### config.mk
export PLATFORM = sky130hd
export DESIGN_NAME = tglf_accum
export DESIGN_NICKNAME = d
export VERILOG_FILES = /design/src/rtl/core/timing_gradient_line_fit_top_assert.svh /design/src/rtl/core/tglf_pkg.sv /design/src/rtl/core/tglf_accum.sv
export SDC_FILE = /design/constraint.sdc
export NUM_CORES = 2
export LEC_CHECK = 0
export BUFFER_PORTS_ARGS = -buffer_cell sky130_fd_sc_hd__buf_2
export CORE_ASPECT_RATIO = 2
export CORE_MARGIN = 2
export CORE_UTILIZATION = 25
export CTS_CLUSTER_SIZE = 8
export DETAILED_ROUTE_END_ITERATION = 7
export GPL_TIMING_DRIVEN = 1
export MAX_ROUTING_LAYER = met4
export SYNTH_ARGS = -nofsm -noshare
export SYNTH_HDL_FRONTEND = slang
export SYNTH_SLANG_ARGS = --single-unit
### constraint.sdc
create_clock -name clock -period 18.6 [get_ports clock]
set_clock_uncertainty 0.2 [all_clocks]
set_input_delay 1.86 -clock clock [delete_from_list [all_inputs] [get_ports clock]]
set_output_delay 1.86 -clock clock [all_outputs]
set_load 0.01 [all_outputs]
### src/rtl/core/timing_gradient_line_fit_top_assert.svh
// ----------------------------------------------------------------------------
// Assertion macros for the timing gradient line fit block
// Concurrent checks that compile away when SYNTHESIS is defined.
// ----------------------------------------------------------------------------
`ifndef TIMING_GRADIENT_LINE_FIT_TOP_ASSERT_SVH
`define TIMING_GRADIENT_LINE_FIT_TOP_ASSERT_SVH

`ifndef SYNTHESIS

// The consequent must hold in the same cycle as the antecedent.
`define TGLF_ASSERT_SAME(label, clk, rst, ante, cons, msg) \
   label: assert property (@(posedge clk) disable iff (rst) (ante) |-> (cons)) \
      else $error(msg);

// The consequent must hold in the cycle after the antecedent.
`define TGLF_ASSERT_NEXT(label, clk, rst, ante, cons, msg) \
   label: assert property (@(posedge clk) disable iff (rst) (ante) |=> (cons)) \
      else $error(msg);

`else

`define TGLF_ASSERT_SAME(label, clk, rst, ante, cons, msg)
`define TGLF_ASSERT_NEXT(label, clk, rst, ante, cons, msg)

`endif

`endif

### src/rtl/core/tglf_pkg.sv
// ----------------------------------------------------------------------------
// Timing gradient line fit package
// Shared constants, field layout, command and status types.
// ----------------------------------------------------------------------------
`default_nettype none

package tglf_pkg;

   localparam int MAX_PIXELS = 2048;
   localparam int CNT_W      = $clog2(MAX_PIXELS + 1);

   localparam int REQ_DATA_W = 128;
   localparam int RSP_DATA_W = 64;

   // One quotient step per dividend bit plus twelve fraction steps.
   localparam int DIV_STEPS  = 140;
   localparam int DCNT_W     = $clog2(DIV_STEPS);

   typedef enum logic [3:0] {
      A_NONE,
      A_LOAD,
      A_PROJ1,
      A_PROJ2,
      A_TIME,
      A_WEIGHT,
      A_WX,
      A_WXT,
      A_WXX,
      A_CLEAR
   } accum_op_type;

   typedef enum logic [2:0] {
      STEP_WSXX,
      STEP_SXSX,
      STEP_WSXT,
      STEP_SXST,
      STEP_STSXX,
      STEP_SXSXT
   } fit_step_type;

   typedef enum logic {
      DIV_SLOPE,
      DIV_INTERCEPT
   } div_sel_type;

   typedef struct packed {
      accum_op_type op;
   } accum_cmd_type;

   typedef struct packed {
      logic last;
      logic room;
   } accum_stat_type;

   typedef struct packed {
      logic [47:0] weight_sum;
      logic [63:0] sum_x;
      logic [47:0] sum_t;
      logic [63:0] sum_xt;
      logic [63:0] sum_xx;
   } sums_type;

   typedef struct packed {
      logic         mul_start;
      logic         mul_store;
      fit_step_type step;
      logic         div_start;
      logic         div_store;
      div_sel_type  div_sel;
      logic         out_load;
   } solve_cmd_type;

   typedef struct packed {
      logic mul_done;
      logic div_done;
      logic degen;
   } solve_stat_type;

endpackage

`default_nettype wire

### src/rtl/core/tglf_accum.sv
// ----------------------------------------------------------------------------
// Timing gradient line fit pixel accumulator
// Projects each pixel on the event axis and updates the weighted sums.
// ----------------------------------------------------------------------------
`default_nettype none

module tglf_accum (
   input  wire                             clock,
   input  wire                             reset,
   input  wire [tglf_pkg::REQ_DATA_W-1:0]  req_tdata,
   input  wire                             req_tlast,
   input  tglf_pkg::accum_cmd_type         acmd,
   output tglf_pkg::accum_stat_type        astat,
   output tglf_pkg::sums_type              sums
);
   import tglf_pkg::*;

   logic signed [15:0] sig_ff, px_ff, py_ff, cx_ff, cy_ff, cos_ff, sin_ff;
   logic        [11:0] t_ff;
   logic               last_ff;
   logic signed [32:0] p1_ff;
   logic signed [19:0] x_ff;
   logic signed [37:0] wx_ff;
   logic signed [58:0] prod_ff;
   sums_type           sums_ff;
   logic [CNT_W-1:0]   count_ff;

   logic signed [16:0] dx, dy, sig_e;
   logic        [16:0] w;
   logic signed [33:0] xs;
   logic signed [37:0] mul_a;
   logic signed [20:0] mul_b;
   logic signed [58:0] mul_p;

   always_comb begin
      dx    = {px_ff[15], px_ff} - {cx_ff[15], cx_ff};
      dy    = {py_ff[15], py_ff} - {cy_ff[15], cy_ff};
      sig_e = {sig_ff[15], sig_ff};
      w     = sig_ff[15] ? 17'(-sig_e) : 17'(sig_e);
      // Round half up, then an arithmetic shift gives the floor.
      xs    = {p1_ff[32], p1_ff} + {prod_ff[32], prod_ff[32:0]} + 34'sd8192;
      mul_a = '0;
      mul_b = '0;
      case (acmd.op)
         A_PROJ1: begin
            mul_a = {{21{dx[16]}}, dx};
            mul_b = {{5{cos_ff[15]}}, cos_ff};
         end
         A_PROJ2: begin
            mul_a = {{21{dy[16]}}, dy};
            mul_b = {{5{sin_ff[15]}}, sin_ff};
         end
         A_TIME: begin
            mul_a = {21'd0, w};
            mul_b = {9'd0, t_ff};
         end
         A_WEIGHT: begin
            mul_a = {21'd0, w};
            mul_b = {x_ff[19], x_ff};
         end
         A_WX: begin
            mul_a = prod_ff[37:0];
            mul_b = {9'd0, t_ff};
         end
         A_WXT: begin
            mul_a = wx_ff;
            mul_b = {x_ff[19], x_ff};
         end
         default: begin
            mul_a = '0;
            mul_b = '0;
         end
      endcase
      mul_p = mul_a * mul_b;
   end

   always_ff @(posedge clock) begin
      case (acmd.op)
         A_LOAD: begin
            sig_ff  <= req_tdata[15:0];
            t_ff    <= req_tdata[27:16];
            px_ff   <= req_tdata[43:28];
            py_ff   <= req_tdata[59:44];
            cx_ff   <= req_tdata[75:60];
            cy_ff   <= req_tdata[91:76];
            cos_ff  <= req_tdata[107:92];
            sin_ff  <= req_tdata[123:108];
            last_ff <= req_tlast;
         end
         A_PROJ1:  prod_ff <= mul_p;
         A_PROJ2: begin
            p1_ff   <= prod_ff[32:0];
            prod_ff <= mul_p;
         end
         A_TIME: begin
            x_ff    <= xs[33:14];
            prod_ff <= mul_p;
         end
         A_WEIGHT: prod_ff <= mul_p;
         A_WX: begin
            wx_ff   <= prod_ff[37:0];
            prod_ff <= mul_p;
         end
         A_WXT:    prod_ff <= mul_p;
         default: begin
         end
      endcase
   end

   always_ff @(posedge clock) begin
      if (reset) begin
         sums_ff  <= '0;
         count_ff <= '0;
      end else begin
         case (acmd.op)
            A_WEIGHT: begin
               sums_ff.sum_t      <= sums_ff.sum_t + prod_ff[47:0];
               sums_ff.weight_sum <= sums_ff.weight_sum + {31'd0, w};
            end
            A_WX:  sums_ff.sum_x  <= sums_ff.sum_x + {{5{prod_ff[58]}}, prod_ff};
            A_WXT: sums_ff.sum_xt <= sums_ff.sum_xt + {{5{prod_ff[58]}}, prod_ff};
            A_WXX: begin
               sums_ff.sum_xx <= sums_ff.sum_xx + {{5{prod_ff[58]}}, prod_ff};
               count_ff       <= count_ff + 1'b1;
            end
            A_CLEAR: begin
               sums_ff  <= '0;
               count_ff <= '0;
            end
            default: begin
            end
         endcase
      end
   end

   assign astat.last = last_ff;
   assign astat.room = count_ff < CNT_W'(MAX_PIXELS);
   assign sums       = sums_ff;

endmodule

`default_nettype wire

Word-level counts from Yosys, hierarchy flattened:

Index checks and enable logic that the tools add are counted.

* register bits: 575
* input port bits: 135
* output and inout bits: 290
* word-level logic and storage cells: 58

* add/subtract/negate cells: 11
* multipliers: 1
* $lt $le $gt $ge: 1
* eq/ne operators: 9
* muxes and demuxes: 9
* reductions and logical operators: 8

Operators with widths (number)
* 64-bit case mux with 2 select lines: 3
* 64-bit adder: 3
* 48-bit case mux with 2 select lines: 2
* 38-bit case mux with 5 select lines: 1
* 21-bit case mux with 4 select lines: 1
* 38-bit by 21-bit multiplier with 59-bit output: 1
* 48-bit by 17-bit adder with 48-bit output: 1
* 48-bit adder: 1
* 33-bit by 33-bit adder with 34-bit output: 1
* 34-bit by 14-bit adder with 34-bit output (second input constant): 1
* 16-bit by 16-bit subtractor with 17-bit output: 2
* 12-bit case mux with 2 select lines: 1
* 17-bit 2-to-1 mux: 1
* 16-bit negation with 17-bit output: 1
* 4-bit by 3-bit equality test with 1-bit output (second input constant): 4
* 12-bit by 1-bit adder with 12-bit output (second input constant): 1
* 12-bit < comparator (second input constant): 1
* 4-bit by 2-bit equality test with 1-bit output (second input constant): 2
* 4-bit equality test (second input constant): 2
* 2-bit nonzero test: 4
* 2-bit OR reduction: 3
* 6-bit OR reduction: 1
* 4-bit by 1-bit equality test with 1-bit output (second input constant): 1

Depth between registers and ports, before layout:

* depth in word-level cells: 4
* gate-level depth with buffers: 43
* mapped depth without buffers: 40

Worst setup path before layout:

No wires, ideal clock.

* kind: input to register
* start: input port acmd[0] (netlist bit)
* end: register prod_ff[51] (data pin)
* setup time: 0.260 ns
* data arrival time: 10.533 ns
* required time: 18.140 ns
* setup slack: 7.608 ns
* cell stages on the path: 31
* path buffers: 4
* path through: clkbuf_1 -> nand3_1 -> clkinv_1 -> clkbuf_1 -> a22oi_1 -> nand2_1 -> clkbuf_1 -> o21ai_0 -> fa_1 -> inv_1 -> fa_1 -> fa_1 -> fa_1 -> fa_1 -> fa_1 -> inv_1 -> fa_1 -> inv_1 -> ha_1 -> clkbuf_1 -> o211ai_1 -> nor2_1 -> a221o_1 -> a311oi_1 -> nand3_1 -> a21oi_2 -> o21ai_1 -> a31o_2 -> a211o_1 -> a21oi_1 -> xnor2_1

* longest elaborated chain between the ends: 4
* elaborated cells between the ends (all ways): 12
* classes of those cells: 1 x mul; 6 x eq/ne; 2 x mux; 3 x reduce/logical

Ends and longest elaborated chain
* from (decl): RTL line tglf_accum.sv:12 `input tglf_pkg::accum_cmd_type acmd,`
* 4-bit by 3-bit equality test with 1-bit output: RTL line tglf_accum.sv:44 `case (acmd.op)`
* 2-bit OR reduction (no line)
* 38-bit case mux with 5 select lines / 21-bit case mux with 4 select lines (equally long branches): RTL line tglf_accum.sv:44
* 38-bit by 21-bit multiplier with 59-bit output *: RTL line tglf_accum.sv:74 `mul_p = mul_a * mul_b;`
* via mul_p[51]: RTL line tglf_accum.sv:33 `logic signed [58:0] mul_p;`
* to (signal assigned): RTL line tglf_accum.sv:90 `A_PROJ1: prod_ff <= mul_p;`
* to (signal assigned): RTL line tglf_accum.sv:93 `prod_ff <= mul_p;`
* to (signal assigned): RTL line tglf_accum.sv:97 `prod_ff <= mul_p;`
* to (decl): RTL line tglf_accum.sv:24 `logic signed [58:0] prod_ff;`

Mark *: on every way through the listed nets, which the timed path passes. The rest lies on a longest branch.
A chain may end at the register's enable or synchronous reset.

Final worst setup path:

* start: input port acmd[0] (netlist bit)
* end: register prod_ff[55] (data pin)

Same word-level chain as after synthesis.

==> flow_summary.ini <==
[run_status]
status = finished, final reports clean

[global_route]
grt_max_degree = 153
antenna_found_initial = 26
grt_pass1_wl_um = 400000
grt_pass1_vias = 60500
grt-ovfl-total = 0
track_usage_pct = 21.2

[cells_and_area]
final_common_cell = inv_1
n_fill_cell = 27800
layout.nets = 8979
drive_gt1_share_pct = 9.88
syn2layout_area_growth_pct = 13.4
layout_common_cells = inv_1, fa_1, o21ai_0, nand2_1, a21oi_1
final_core_util_pct = 28.4
fin_area_um2 = 73900

[power_and_ir_drop]
seq_power_share_pct = 28.6
p_leak_nw = 33.8
power_frac_comb_pct = 44.4
switching_power_mw = 2.50
ir_drop_mv = 0.0890
netSwitchingFraction_pct = 44.3
p_clk_share_pct = 27.0
power.internal_mw = 3.15
power_density_nw_per_um2 = 76.5

[floorplanning]
pin_count = 425
die_w_um = 365
start_util_pct = 25.1
fp.dieH_um = 726
die_area_um2 = 265000
fp-row-count = 265
core-area_um2 = 260000

[place]
postPlaceCellArea_um2 = 71400
place.gp.congestion = 0.998
port-buffer-count = 420
dpl.hpwl_um = 224000

[setup_path]
crit_family = adder cells
crit_type = in -> reg
worst_path_max_delay_cell = buf_4
crit_top_cell = fa_1
worst-path-max-fanout = 113
arrival_ns = 13.63
endpoint_kind = flip-flop
startpoint_type = input port
worst-path-buf-inv = 8
slowest_delay_ns = 0.79
cp.required_ns = 18.92

[synthesis]
syn_area_per_cell_um2 = 8.93
netlist_area_um2 = 65200
synth_edf_count = 275
yosysWarningCount = 0
dominantRegCellSynth = dfxtp_1
yosys.cell_types.count = 90
ys_ff_latch = 575
synthArstFlopShare_pct = 0
seq_area_frac_synth_pct = 21.9
syn_nets = 8719
syn_inst = 7300

[routing]
antenna_left = 0
first_iter_violations = 4185
drc_errors = 0
top_layer_used = met4
wl_um = 279000
vias_per_cell = 5.18
wl_met3_um = 18000
wl_per_cell_um = 25.1
drt-met1-wl_um = 88000
drt_pass1_iterations = 8
met2_length_um = 140000
via_count = 57400

[timing]
relSlewSlack_pct = 2.01
hold_violations = 0
max_freq_mhz = 75.1
worstMarginPinSlew_ns = 1.47
setup_viol = 0
min_period_ns = 13.31
slew_violations = 0
finalSetupTns_ns = 0
rsz0062_at_grt = no
post-route-period-util_pct = 71.6

[clock_tree]
postCtsSetupRepairBufs = 0
postCtsHoldBufs = 0
cts_sinks = 575
clkTransAtPathRegs_ns = 0.05
cts_tree = built
cts_root_buf = clkbuf_16
numCtsBuffers = 83
clk_path_buf_depth = 3
cts-resized-gates = 0
htreeDepth = 3
insertion_delay_ns = 0.73

[min_path]
min_path_type = reg -> reg

[job]
max_cap_violations = 0
==> Yosys cell counts (36+ instances only) <==
master       n  area [um2]
a211oi_1    41         308
a21boi_0    42         315
a21o_1     208        1560
a21oi_1    508        2540
a22oi_1    149        1120
a31oi_1     76         475
and2_1      45         282
and3_1      52         325
clkbuf_1   331        1240
dfxtp_1    300        6010
edfxtp_1   275        8260
fa_1       789       15800
ha_1       495        6190
inv_1     1065        4000
nand2_1    545        2050
nand2b_1    53         332
nand3_1    102         510
nand4_1     82         513
nor2_1     415        1560
nor2b_1     55         344
nor3_1      83         415
o21a_1      52         390
o21ai_0    632        3160
o21bai_1    49         368
o31ai_1     36         270
or3_1       41         257
xnor2_1    208        1820
xor2_1     130        1140
==> power by group through the flow <==
stage | Clock (mW) | Combinational, mW | Sequential (mW)
3_3_place_gp | 0 | 2.44 | 1.64
2_1_floorplan | 0 | 1.57 | 1.57
6_report | 1.53 | 2.51 | 1.62
3_5_place_dp | 0 | 2.47 | 1.64
5_1_grt | 1.59 | 2.72 | 1.61
4_1_cts | 1.55 | 2.48 | 1.61
==> registers in the layout (all words and copies together) (netlist names), 20 cells and up <==
| register | flops |
|---|---|
| wx_ff | 38 |
| x_ff | 20 |
| p1_ff | 33 |
| prod_ff | 59 |
| sums | 288 |
==> path summary, 6_finish.rpt <==
path | from | end | slack [ns] | cells past startpoint
max | acmd[0] | prod_ff[55] | 5.29 | 34
min | sums[248] | sums[248] | 0.27 | 2
max reg2reg | px_ff[0] | prod_ff[55] | 6.09 | 38
min reg2reg | sums[248] | sums[248] | 0.27 | 2
==> per-layer routing <==
| layer | track usage, % | vias up |
|---|---|---|
| met5 | - | - |
| met4 | 20.1 | 0 |
| met3 | 4.00 | 994 |
| met2 | 37.1 | 2349 |
| met1 | 18.9 | 28700 |
| li1 | - | 25400 |
==> cell families after synthesis <==
| family | Yosys count | synth area share, % |
|---|---|---|
| AO/OA/AOI/OAI | 2053 | 19.7 |
| AND/OR/NAND/NOR | 1570 | 11.2 |
| buffers and inverters | 1446 | 8.39 |
| adder cells (fa/ha/maj) | 1284 | 33.7 |
| flip-flops | 575 | 21.9 |
| XOR/XNOR | 338 | 4.54 |
| multiplexers | 33 | 0.513 |
| other | 1 | 0.00575 |
==> layout make-up <==
cell class	instances	area, um2	share of cell area, %
Antenna cell	16	40.0	0.0542
Clock buffer	124	2260	3.06
Sequential cell	575	14300	19.3
Timing Repair Buffer	554	3130	4.23
Inverter	1067	4010	5.42
Clock inverter	9	188	0.254
Multi-Input combinational cell	5279	45700	61.8
Tap cell	3471	4340	5.87
==> worst reg2reg max path: cells and delay by family, from the launching register on <==
kind | cells | cell delay [ns]
buffers and inverters | 6 | 1.76
and+or+nand+nor | 5 | 1.24
AOI/OAI and AO/OA | 17 | 4.54
adders and majority gates | 10 | 4.22
DFF | 1 | 0.36
==> through the flow <==
stage	cells	power, mW	hold WS (ns)	setup slack [ns]
final	11100	5.66	0.272	5.29
after global routing	11100	5.92	0.298	4.90
after CTS	11100	5.65	0.274	5.40
after detailed placement	10900	4.11	0.267	4.72
after global placement	10900	4.08	0.256	4.88
after floorplan	7300	3.14	0.258	7.61
No activity file was read; power rests on OpenSTA's default activity.
