### src/rtl/core/timing_gradient_line_fit_top_assert.svh
// ----------------------------------------------------------------------------
// Assertion macros for the timing gradient line fit block
// Concurrent checks that compile away when SYNTHESIS is defined.
// ----------------------------------------------------------------------------
`ifndef TIMING_GRADIENT_LINE_FIT_TOP_ASSERT_SVH
`define TIMING_GRADIENT_LINE_FIT_TOP_ASSERT_SVH

`ifndef SYNTHESIS

// The consequent must hold in the same cycle as the antecedent.
`define TGLF_ASSERT_SAME(label, clk, rst, ante, cons, msg) \
   label: assert property (@(posedge clk) disable iff (rst) (ante) |-> (cons)) \
      else $error(msg);

// The consequent must hold in the cycle after the antecedent.
`define TGLF_ASSERT_NEXT(label, clk, rst, ante, cons, msg) \
   label: assert property (@(posedge clk) disable iff (rst) (ante) |=> (cons)) \
      else $error(msg);

`else

`define TGLF_ASSERT_SAME(label, clk, rst, ante, cons, msg)
`define TGLF_ASSERT_NEXT(label, clk, rst, ante, cons, msg)

`endif

`endif

### src/rtl/core/tglf_pkg.sv
// ----------------------------------------------------------------------------
// Timing gradient line fit package
// Shared constants, field layout, command and status types.
// ----------------------------------------------------------------------------
`default_nettype none

package tglf_pkg;

   localparam int MAX_PIXELS = 2048;
   localparam int CNT_W      = $clog2(MAX_PIXELS + 1);

   localparam int REQ_DATA_W = 128;
   localparam int RSP_DATA_W = 64;

   // One quotient step per dividend bit plus twelve fraction steps.
   localparam int DIV_STEPS  = 140;
   localparam int DCNT_W     = $clog2(DIV_STEPS);

   typedef enum logic [3:0] {
      A_NONE,
      A_LOAD,
      A_PROJ1,
      A_PROJ2,
      A_TIME,
      A_WEIGHT,
      A_WX,
      A_WXT,
      A_WXX,
      A_CLEAR
   } accum_op_type;

   typedef enum logic [2:0] {
      STEP_WSXX,
      STEP_SXSX,
      STEP_WSXT,
      STEP_SXST,
      STEP_STSXX,
      STEP_SXSXT
   } fit_step_type;

   typedef enum logic {
      DIV_SLOPE,
      DIV_INTERCEPT
   } div_sel_type;

   typedef struct packed {
      accum_op_type op;
   } accum_cmd_type;

   typedef struct packed {
      logic last;
      logic room;
   } accum_stat_type;

   typedef struct packed {
      logic [47:0] weight_sum;
      logic [63:0] sum_x;
      logic [47:0] sum_t;
      logic [63:0] sum_xt;
      logic [63:0] sum_xx;
   } sums_type;

   typedef struct packed {
      logic         mul_start;
      logic         mul_store;
      fit_step_type step;
      logic         div_start;
      logic         div_store;
      div_sel_type  div_sel;
      logic         out_load;
   } solve_cmd_type;

   typedef struct packed {
      logic mul_done;
      logic div_done;
      logic degen;
   } solve_stat_type;

endpackage

`default_nettype wire

### src/rtl/core/tglf_ctrl.sv
// ----------------------------------------------------------------------------
// Timing gradient line fit controller
// Sequences pixel accumulation, the fit products, the divisions and output.
// ----------------------------------------------------------------------------
`default_nettype none

module tglf_ctrl (
   input  wire                     clock,
   input  wire                     reset,
   input  wire                     req_tvalid,
   output logic                    req_tready,
   input  wire                     req_tlast,
   output logic                    rsp_tvalid,
   input  wire                     rsp_tready,
   output tglf_pkg::accum_cmd_type acmd,
   input  tglf_pkg::accum_stat_type astat,
   output tglf_pkg::solve_cmd_type scmd,
   input  tglf_pkg::solve_stat_type sstat
);
   import tglf_pkg::*;

   typedef enum logic [13:0] {
      S_IDLE   = 14'b00000000000001,
      S_PROJ1  = 14'b00000000000010,
      S_PROJ2  = 14'b00000000000100,
      S_TIME   = 14'b00000000001000,
      S_WEIGHT = 14'b00000000010000,
      S_WX     = 14'b00000000100000,
      S_WXT    = 14'b00000001000000,
      S_WXX    = 14'b00000010000000,
      S_FMUL   = 14'b00000100000000,
      S_FWAIT  = 14'b00001000000000,
      S_FCHK   = 14'b00010000000000,
      S_FDIV   = 14'b00100000000000,
      S_DWAIT  = 14'b01000000000000,
      S_OUT    = 14'b10000000000000
   } state_type;

   state_type    state_ff, state_in;
   fit_step_type step_ff, step_in;
   div_sel_type  sel_ff, sel_in;
   logic         valid_ff, valid_in;

   always_comb begin
      state_in   = state_ff;
      step_in    = step_ff;
      sel_in     = sel_ff;
      valid_in   = valid_ff & ~rsp_tready;
      req_tready = 1'b0;
      acmd.op    = A_NONE;
      scmd       = '0;
      scmd.step    = step_ff;
      scmd.div_sel = sel_ff;
      case (state_ff)
         S_IDLE: begin
            req_tready = 1'b1;
            if (req_tvalid) begin
               acmd.op = A_LOAD;
               step_in = STEP_WSXX;
               if (astat.room) begin
                  state_in = S_PROJ1;
               end else if (req_tlast) begin
                  state_in = S_FMUL;
               end
            end
         end
         S_PROJ1: begin
            acmd.op  = A_PROJ1;
            state_in = S_PROJ2;
         end
         S_PROJ2: begin
            acmd.op  = A_PROJ2;
            state_in = S_TIME;
         end
         S_TIME: begin
            acmd.op  = A_TIME;
            state_in = S_WEIGHT;
         end
         S_WEIGHT: begin
            acmd.op  = A_WEIGHT;
            state_in = S_WX;
         end
         S_WX: begin
            acmd.op  = A_WX;
            state_in = S_WXT;
         end
         S_WXT: begin
            acmd.op  = A_WXT;
            state_in = S_WXX;
         end
         S_WXX: begin
            acmd.op  = A_WXX;
            state_in = astat.last ? S_FMUL : S_IDLE;
         end
         S_FMUL: begin
            scmd.mul_start = 1'b1;
            state_in       = S_FWAIT;
         end
         S_FWAIT: begin
            if (sstat.mul_done) begin
               scmd.mul_store = 1'b1;
               case (step_ff)
                  STEP_WSXX: begin
                     step_in  = STEP_SXSX;
                     state_in = S_FMUL;
                  end
                  STEP_SXSX: state_in = S_FCHK;
                  STEP_WSXT: begin
                     step_in  = STEP_SXST;
                     state_in = S_FMUL;
                  end
                  STEP_SXST: begin
                     step_in  = STEP_STSXX;
                     state_in = S_FMUL;
                  end
                  STEP_STSXX: begin
                     step_in  = STEP_SXSXT;
                     state_in = S_FMUL;
                  end
                  default: begin
                     sel_in   = DIV_SLOPE;
                     state_in = S_FDIV;
                  end
               endcase
            end
         end
         S_FCHK: begin
            if (sstat.degen) begin
               state_in = S_OUT;
            end else begin
               step_in  = STEP_WSXT;
               state_in = S_FMUL;
            end
         end
         S_FDIV: begin
            scmd.div_start = 1'b1;
            state_in       = S_DWAIT;
         end
         S_DWAIT: begin
            if (sstat.div_done) begin
               scmd.div_store = 1'b1;
               if (sel_ff == DIV_SLOPE) begin
                  sel_in   = DIV_INTERCEPT;
                  state_in = S_FDIV;
               end else begin
                  state_in = S_OUT;
               end
            end
         end
         S_OUT: begin
            // The previous result must have left before this one loads.
            if (!valid_ff || rsp_tready) begin
               scmd.out_load = 1'b1;
               acmd.op       = A_CLEAR;
               valid_in      = 1'b1;
               state_in      = S_IDLE;
            end
         end
         default: state_in = S_IDLE;
      endcase
   end

   always_ff @(posedge clock) begin
      if (reset) begin
         state_ff <= S_IDLE;
         step_ff  <= STEP_WSXX;
         sel_ff   <= DIV_SLOPE;
         valid_ff <= 1'b0;
      end else begin
         state_ff <= state_in;
         step_ff  <= step_in;
         sel_ff   <= sel_in;
         valid_ff <= valid_in;
      end
   end

   assign rsp_tvalid = valid_ff;

endmodule

`default_nettype wire

### config.mk
export PLATFORM = sky130hd
export DESIGN_NAME = tglf_ctrl
export DESIGN_NICKNAME = d
export VERILOG_FILES = /design/src/rtl/core/timing_gradient_line_fit_top_assert.svh /design/src/rtl/core/tglf_pkg.sv /design/src/rtl/core/tglf_ctrl.sv
export SDC_FILE = /design/constraint.sdc
export NUM_CORES = 1
export LEC_CHECK = 0
export BUFFER_PORTS_ARGS = -buffer_cell sky130_fd_sc_hd__buf_4
export CORE_MARGIN = 5
export CORE_UTILIZATION = 45
export CTS_CLUSTER_DIAMETER = 30
export DETAILED_ROUTE_END_ITERATION = 10
export PLACE_DENSITY_LB_ADDON = 0.25
export SLEW_MARGIN = 0
export SYNTH_ARGS = -nofsm -noshare
export SYNTH_HDL_FRONTEND = slang
export SYNTH_SLANG_ARGS = --single-unit
### constraint.sdc
create_clock -name clock -period 4.02 [get_ports clock]
set_clock_uncertainty 0.05 [all_clocks]
set_input_delay 0.201 -clock clock [delete_from_list [all_inputs] [get_ports clock]]
set_output_delay 0.201 -clock clock [all_outputs]
set_load 0.05 [all_outputs]
# == Yosys cells after proc, flatten, opt, wreduce, memory -nomap -nowiden ==
# Index checks and enable logic that the tools add are counted.
# totals
regBits,19
input_bits,10
out_inout_bits,15
# op_classes
n_eq_ne,26
mux,34
bitwise_logic,2
reduce_logical,10
# op_table
operator,count
14-bit case mux with 14 select lines,1
14-bit 2-to-1 mux,8
4-bit case mux with 9 select lines,1
12-bit case mux with 2 select lines,1
1-bit 2-to-1 mux,15
14-bit by 1-bit == test with 1-bit output (second input constant),1
14-bit by 10-bit == test with 1-bit output (second input constant),1
14-bit by 11-bit == test with 1-bit output (second input constant),1
14-bit by 12-bit == test with 1-bit output (second input constant),1
14-bit by 13-bit == test with 1-bit output (second input constant),1
14-bit == test (second input constant),1
14-bit by 2-bit == test with 1-bit output (second input constant),1
14-bit by 3-bit == test with 1-bit output (second input constant),1
14-bit by 4-bit == test with 1-bit output (second input constant),1
14-bit by 5-bit == test with 1-bit output (second input constant),1
14-bit by 6-bit == test with 1-bit output (second input constant),1
14-bit by 7-bit == test with 1-bit output (second input constant),1
14-bit by 8-bit == test with 1-bit output (second input constant),1
14-bit by 9-bit == test with 1-bit output (second input constant),1
2-bit != test (second input constant),6
3-bit case mux with 4 select lines,1
5-bit AND reduction,2
3-bit 2-to-1 mux,3
9-bit 2-to-1 mux,1
other kinds (18),19

# == Logic depth before layout (Yosys ltp) ==
# Gate-level depths: netlist of the first run.
# logic_depth
depth_word,5
mapped_depth,7

# == Least setup slack after synthesis of the first run ==
# OpenSTA, ideal clock, no wires.
# synth_timing
kind,reg2out
start,reg state_ff[5]
end,out acmd[0] (netlist bit)
arrival_ns,2.815
setup_slack_ns,0.954
path_stages_with_launch,5
path_buffers,1
path_cell_list,dfxtp_1 or4_1 buf_2 or4_1 o311ai_1
# synth_rtl
item,line_no,source
from (decl),tglf_ctrl.sv:39,"state_type state_ff, state_in;"
from (signal assigned),tglf_ctrl.sv:170,state_ff <= state_in;
to (decl),tglf_ctrl.sv:15,"output tglf_pkg::accum_cmd_type acmd,"

==> results.txt, run 1 <==
The run finished with clean final reports. Setup repair after global routing left no endpoint under its margin. Measured on the finished design, the core utilization comes to 0.5285. The path class of the tightest hold or removal check is input port to register. The largest incremental delay on the critical path is 0.74 ns. The setup violation total in the final timing report came out at 0.

The portion of synthesized cell area occupied by the leading cell type is 0.2717. The synthesized netlist net count came out at 186. The ratio of final minimum period to clock period is 0.7234. The fraction of power consumed by the clock network came out at 0.208. The kind of end point of the critical path is a primary output. The number of setup buffers added after CTS is 0. The number of global-route vias before repair is 1261. The synthesized design contains 0 enable-type register cells. The HPWL after detailed placement came out at about 2800 microns. The final layout contains just over 200 nets. The number of violations reported at the end of detailed-routing iteration 0 is between 100 and 150.

The number of buffers added on ports came out at 24. The power per cell area is 288.5 nW/um^2. The highest metal layer with signal wires is met4. The share of the Yosys chip area taken by registers is 0.2717.

The cell that appears most often on the critical path is or4_1. In this run the number of cells on the critical path is 4. The die is 65.78 microns tall. The switching power share of the total is 0.3715. The number of hold buffers added after CTS is 0. The total of warnings raised by yosys came out at 0. Data arrives at the worst endpoint at 2.66 ns. In the final layout, the share of cells above drive strength 1 is 0.2042.

The depth of the CTS H-tree is 1. The post-synthesis to final-layout area growth came out at 14.30%. After global routing the overflow that remains totals 0. Along the worst hold path, the cell count comes to 2. The length in cells of the worst reg-to-reg path came out at 5. The leakage power of the design came out at 0.0006314 uW. The met3 wirelength from detailed routing is between 150 and 200 microns. Max-cap violations in this run came to 0. The antenna diode count came out at 0. The final routed DRC violation total is 0. Synthesis handed over a netlist of roughly 180 instances. Pin placement for this block handled 25 I/O pins.

The routed layout has 1430 vias. The number of CTS-inserted buffers came out at 3. Summing every instance area after synthesis gives 1400 sq um. The fraction of synthesis flops using an asynchronous set or reset pin came out at 0. The number of hold violations in the final report came to 0.

The mean post-synth cell area is 7.955 sq um. The first-pass detailed-route iteration total is 4. The number of slew-limit violations in the final report is 0.

The initial antenna violation count came to 0. The part of the power in registers is 0.450. After detailed routing, the average wire length per cell comes to 15.48 microns. The master of the slowest instance on the critical path is or4_1. The effective utilization at floorplan came out at 0.4624. The pin count of the biggest net entering global routing came out at 14. Based on the critical path, the design can be clocked at up to 343.9 MHz. The ratio of routed vias to standard cells came out at 6.085. The core footprint came out at 3028 sq um. Measured along the x axis, the die boundary spans about 66 microns.

The synthesized design spends more area on one cell type than any other, namely dfxtp_1. The number of gates resized after cts is 0. The final critical delay including setup and external delays came out at 2.908 ns. For this run, the total global-route usage over all layers was measured as 0.1754. The congestion estimate from routability-driven global placement came to 0.8523. The clock edge transition at the registers on the reported setup and hold paths is around 0.11 ns.

The routed metal-1 wire length is 1692 microns. The wire length of the first global-routing pass is 6037 microns. The total die area came out at 4327 sq um. STA classifies the critical path startpoint as a register. The maximum ir drop on the vdd rail came out at 0.0001667 V. Counting flops and latches in the post-synthesis netlist gives 19.

The worst setup timing slack at the placement stage came out at around 1.4 ns. The share of power burned in combinational logic came out at 0.342. The final setup slack of the worst path came out at 1.112 ns. The number of placed instances, taps included came out at 231.

STA puts the critical path data required time at 3.77 ns. The number of distinct standard cells referenced by the synthesized netlist came out at 52. The actual transition at the worst max-transition pin came out at between 0.5 and 0.6 ns.

The critical path goes through or4_1 > or4_1 > o311ai_1 > buf_4. In this design, the largest share of critical-path delay is due to simple AND/OR/NAND/NOR gates. In this run the worst path has a maximum fanout of 13. Once layout is complete, the cells apart from fillers number 235.

The later pin in the worst-skew pair is clocked with a latency of 0.29 ns. The root buffer cell chosen for the clock tree is clkbuf_4. The aggregate routed wire length is 3637 microns. The amount of wire on met2 after detailed routing is 1743 microns. In the synthesized netlist the dominant register cell turns out to be dfxtp_1. The site row count is 20. Cell internal power was estimated by the tool at 290.2 uW. The layout filler cell count came out at roughly 300. The residual antenna-violating net count after detailed routing came out at 0.

The sum of buffers and inverters on the critical path came out at 1. By area the synthesized netlist is led by dfxtp_1 (27%), nor2_1 (4.6%), nor4_4 (4.6%), nor3_1 (3.9%), nor4b_1 (3.8%). The final setup TNS is 0 ns.

The worst setup path is of the register to primary output kind. TritonCTS built the clock tree. For this design, the sink count on the clock tree is 19.

Measured against its own limit, the worst slew margin works out to 0.6606. The maximum buffer depth of the clock tree came out at 2. The power dissipated by switching net loads came out at 171.5 uW.
state kept, by name (all words and copies together), names as in the netlist:
signal / count
rsp_tvalid: 1
state_ff: 14
sel_ff: 1
step_ff: 3
through the flow:
stage	power (uW)	hold slack (ns)	cell area, sq um
2_1_floorplan	325.3	0.2693	1400
3_3_place_gp	365.8	0.4069	1574
3_5_place_dp	367.8	0.4110	1574
4_1_cts	468.5	0.07413	1600
5_1_grt	490.4	0.07993	1600
6_report	461.7	0.09872	1600
synth_stat cells, types with 3 or more instances:
master     n
dfxtp_1   19
nor2_1    17
nand2_1   11
nor3_1    11
inv_1      7
o21ai_0    7
a21oi_1    6
clkbuf_1   6
nor4_1     6
nor4b_1    6
nand2b_1   5
nand3_1    5
or4_1      5
buf_2      4
nand4_1    4
or3_1      4
nor3b_1    3
nor4_4     3
o21a_1     3
layer usage:
metal,global-route usage,up-vias
li1,-,708
met1,0.2391,685
met2,0.2866,33
met3,0.02721,4
met4,0.04404,0
met5,0,-
power groups by stage:
stage          clock network (uW)  registers [uW]  logic, uW
3_5_place_dp                    0             212        156
4_1_cts                       104             208        157
2_1_floorplan                   0             211        115
3_3_place_gp                    0             211        155
6_report                     95.8             208        158
5_1_grt                       110             209        171
cell type report:
| type | count | area, sq um | area share |
|---|---|---|---|
| Tap cell | 44 | 55.05 | 0.03440 |
| Clock buffer | 4 | 26.28 | 0.01642 |
| Inverter | 7 | 26.28 | 0.01642 |
| Timing Repair Buffer | 24 | 180.2 | 0.1126 |
| Multi-Input combinational cell | 137 | 932.1 | 0.5825 |
| Sequential cell | 19 | 380.4 | 0.2377 |
cell families after synthesis:
family	count (synthesis)	share of synthesized area
compound gates	36	0.1832
xor+xnor	4	0.02503
buf+inv	20	0.06255
flops	19	0.2717
mux	1	0.007150
simple gates	96	0.4504
final timing paths:
kind	start	endpoint	slack [ns]
worst max-delay path	state_ff[5]	acmd[0]	1.11
worst min-delay path	reset	step_ff[0]	0.1
worst max register to register	state_ff[5]	state_ff[10]	1.54
worst min register to register	step_ff[2]	state_ff[10]	0.47
cell usage in the layout, fill, tap and decap left out, types with 2 or more instances in the layout:
cell type	Yosys	layout
a211o_1	2	2
a211oi_1	2	2
a21oi_1	6	6
a221oi_1	2	2
buf_4	2	24
clkbuf_4	0	3
dfxtp_1	19	19
inv_1	7	7
nand2_1	11	11
nand2b_1	5	5
nand3_1	5	5
nand4_1	4	4
nor2_1	17	17
nor3_1	11	11
nor3b_1	3	3
nor4_1	6	6
nor4_2	2	2
nor4_4	3	3
nor4b_1	6	6
o21a_1	3	3
o21ai_0	7	7
o311ai_1	2	2
or3_1	4	4
or3b_2	2	2
or4_1	5	5
or4b_2	2	2
or4bb_1	2	2
xnor2_1	2	2
xor2_1	2	2
(Power assumes the default switching activity.)
==> run 2: changes to the inputs <==
ABC_AREA = 1   (was not set)
clock period = 2.99 ns   (was 4.02 ns; I/O delays follow)
==> run 2 against run 1 <==
- cell count grew 22%
- global-route usage shrank 1.1 points
- sequential power grew 59%
- wire length shrank 9.9%
- combinational power grew to 6.6 times the previous value
- flip-flop and latch count is the same
- register-to-register slack lost 0.33 ns
- clock power grew 40%
- sequential share of layout area shrank 1.7 points
- total power grew to 3.3 times the previous value
- design area grew 7.7%
- critical path type unchanged
- largest cell class unchanged
- largest power group is now combinational logic
==> results.txt, run 2 <==
The number of distinct standard cells referenced by the synthesized netlist came out at 30 (-42%). The clock insertion delay at the later pin of the skew report is 0.31 ns (+0.02 ns). The data required time at the worst endpoint is 2.79 ns (-0.98 ns).

The number of violations reported at the end of detailed-routing iteration 0 came out at 54 (-59%). The arrival time at the worst endpoint is 2.01 ns (-0.65 ns). In the final layout, the registers with the most flip-flops are state_ff x14, step_ff x3. The number of hold buffers added after CTS came out at 1 (+1). The most numerous cell in the Yosys netlist is nand2_1. The number of hold violations in the final report is 0 (unchanged). The min-delay analysis places its worst path in the category input port to register. After synthesis, the cell types taking the most area are dfxtp_1 (25%), nand2_1 (10%), inv_1 (7.8%), nand3_2 (6.7%), nor2_1 (6.5%).

The remaining global-route overflow is 0 (unchanged). The clock sink total was 19 (unchanged). The most used flip-flop cell after synthesis is dfxtp_1.

The setup violation total in the final timing report is 0 (unchanged). The residual antenna-violating net count after detailed routing is 0 (unchanged). The summed instance area of the synthesized netlist came out at 1495 sq um (+6.8%). TritonCTS built the clock tree. The master of the slowest instance on the critical path is nor2_4. The power per cell area came out at 878.5 nW/um^2 (+200%). The largest incremental delay on the critical path is 0.36 ns (-0.38 ns). The global routing's busiest layer is met2. The synthesized instance count came out at 216 (+23%). The HPWL after detailed placement came to 2599 microns (-6.2%). Grouping stages by cell kind, the critical path spends the most delay in simple AND/OR/NAND/NOR gates. The routed design could run at a clock period as short as 2.213 ns.

The number of slew-limit violations in the final report came to 0 (unchanged). The signal on the critical path passes through nor2_1 > nand2_2 > nor2_4 > nand2_1 > nor2_1 > nor4_1 > o21ai_0 > buf_4. The worst setup timing slack at the placement stage was 1.160 ns (-0.2576 ns). The clock edge transition at the registers on the reported setup and hold paths is 0.12 ns (about the same).

The switching power share of the total is 0.5633 (+0.1918). The post-synthesis to final-layout area growth is 15.23%. The total die area was 4575 sq um (+5.7%). The fraction of power consumed by the clock network is 0.089 (-0.119). The worst setup path is of the register to primary output kind.

The count of flip-flops with a built-in enable after synthesis is 0 (unchanged). The aggregate global-route resource usage is 0.1640 (-0.01136). The I/O pin count is 25 (unchanged).

The number of buffers added on ports is 24 (unchanged). The worst relative slew slack was 0.6324 (-0.02822). The leakage power of the design came out at 0.0009354 uW (+48%). Counting instances in the post-synthesis netlist gives the leading cell types as nand2_1 (41), inv_1 (31), nor2_1 (26), dfxtp_1 (19), nand3_1 (19). The length in cells of the worst reg-to-reg path came out at 9 (+4). The maximum buffer depth of the clock tree came to 2 (unchanged).

By instance count, the cell type seen most on the critical path is nor2_1. Ranked by flip-flop count, first place goes to state_ff. The cell sitting at the root of the clock tree is a clkbuf_4.

The mean post-synth cell area came out at 6.922 sq um (-13%). The actual transition at the worst max-transition pin came out at 0.5508 ns (+0.04551 ns). The number of flip-flops in the largest register is 14 (unchanged). The antenna diode count came out at 0 (unchanged). The worst setup path is captured at a primary output. The library cell with the largest summed area after synthesis is dfxtp_1. The first-pass detailed-route iteration total is 4 (unchanged).

The height of the chip came out at 67.64 microns (+2.8%). The ratio of routed vias to standard cells came out at 4.725 (-22%). The area taken by flip-flops and latches came out at 380.4 sq um (unchanged). The number of CTS-inserted buffers is 3 (unchanged). The final routed DRC violation total came to 0 (unchanged). The final setup slack of the worst path is 0.7765 ns (-0.3354 ns). The core footprint is 3284 sq um (+8.5%). The sequential area share after synthesis came to 0.2544 (-0.01728). The sum of buffers and inverters on the critical path came to 1 (unchanged). The number of cells on the worst hold path came out at 4 (+2). The internal power component is 661.0 uW (+130%). The max-cap violation count is 0 (unchanged). The number of cells on the critical path is 8 (+4). Setup repair after global routing left no endpoint under its margin.

Of the available clock period, the critical path in the final layout requires 0.7403. The footprint of the multi-input gates is 915.9 sq um (-1.7%). The proportion of layout cells with a drive suffix above 1 came out at 0.3361 (+0.1319). The biggest fanout along the worst timing path came out at 13 (unchanged).

The power dissipated by switching net loads is 852.6 uW (+400%). The synthesized netlist net count is 226 (+22%). The depth of the CTS H-tree came out at 1 (unchanged). The number of gates resized after cts came to 0 (unchanged).

The pin count of the biggest net entering global routing came out at 17 (+3). The final setup TNS was 0 ns (unchanged). Derived from the worst setup path, the maximum achievable clock frequency is 451.8 MHz. The width of the die came out at 67.64 microns (+2.8%). The part of the power in registers came out at 0.218 (-0.232). The maximum ir drop on the vdd rail is 0.0008201 V (+390%). The initial antenna violation count came to 0 (unchanged). The number of global-route vias before repair is 1265 (+0.32%). The wire length of the first global-routing pass came out at 5664 microns (-6.2%). STA classifies the critical path startpoint as a register. The aggregate routed wire length is 3276 microns (-9.9%). The total number of vias came out at 1356 (-5.2%).

The routed length per instance is 11.41 microns (-26%). The post-CTS repair timing setup buffer count came out at 0 (unchanged). The global-route met3 utilization was 0.02329 (-0.003916). The total number of nets in the final design was 252 (+25%). The total of flip-flops plus latches after synthesis is 19 (unchanged). The fraction of synthesis flops using an asynchronous set or reset pin came to 0 (unchanged). The library cells used most frequently in the layout, excluding fill and tap cells, are nand2_1 (41), inv_1 (31), nor2_1 (26). The met2 layer usage reported by global route came out at 0.2600 (-0.02658). The met1 track demand over resource was 0.2187 (-0.02047). The global placement routability congestion is 0.8813 (+3.4%). The layout filler cell count was 332 (+8.9%). The run finished with clean final reports.

The portion of synthesized cell area occupied by the leading cell type is 0.2544 (-0.01728). The final core utilization is 0.5246 (-0.003941). The site row count was 21 (+5.0%). The share of power burned in combinational logic is 0.693 (+0.351). The total of warnings raised by yosys came out at 0 (unchanged). The effective utilization at floorplan is 0.4552 (-0.007159). The library cell used most frequently in the layout, excluding fill and tap cells, is nand2_1.
[run 2: changes by cell type after synthesis, sizes merged, moves of 6 or more]
cell and delta:
nand3 +25, nor2 +25, nand2 +41, nor4 -8, nor3 -11, nor4b -6
inv +33
[run 2: cell type report]
type | count | area share
well taps | 46 | 0.03341
inverters | 40 | 0.08860
repair buffers | 25 | 0.1104
multi-input cells | 153 | 0.5316
flip-flops and latches | 19 | 0.2208
clock buffers | 4 | 0.01525
[run 2: power by group through the flow]
| stage | combinational, uW | sequential, uW | clock [uW] |
|---|---|---|---|
| after floorplan | 886 | 348 | 0 |
| after CTS | 1060 | 331 | 143 |
| after global routing | 1150 | 336 | 158 |
| final | 1050 | 330 | 134 |
| after detailed placement | 1050 | 337 | 0 |
| after global placement | 1050 | 335 | 0 |
[run 2: logic make-up (layout without fill, tap and decap cells)]
family	count (synthesis)	count (layout)	share of synthesized area
simple gates	139	139	0.5565
buf+inv	44	69	0.1331
flops	19	19	0.2544
compound gates	14	14	0.05607
[run 2: worst min-delay path: stages]
cell and delay [ns]:
buf_4 0.07, inv_1 0.03, nand2_1 0.06, a21oi_1 0.06
[run 2: worst paths after layout]
kind,startpoint,end,slack [ns]
worst max-delay path,state_ff[2],acmd[0],0.78
worst min register to register,rsp_tvalid,rsp_tvalid,0.46
worst min-delay path,rsp_tready,rsp_tvalid,0.06
worst max register to register,state_ff[2],state_ff[13],1.21
[run 2: through the flow]
stage	power [uW]	area (sq um)	cells	hold slack (ns)
after CTS	1533	1723	287	0.03953
after floorplan	1234	1495	216	0.1619
after global routing	1642	1723	287	0.04875
after detailed placement	1390	1687	282	0.3333
after global placement	1387	1687	282	0.3290
final	1514	1723	287	0.05513
[run 2: per-layer routing]
| layer | up-vias | part of all wire |
|---|---|---|
| li1 | 729 | - |
| met1 | 590 | 0.48 |
| met2 | 30 | 0.46 |
| met3 | 7 | 0.036 |
| met4 | 0 | 0.022 |
| met5 | - | 0 |
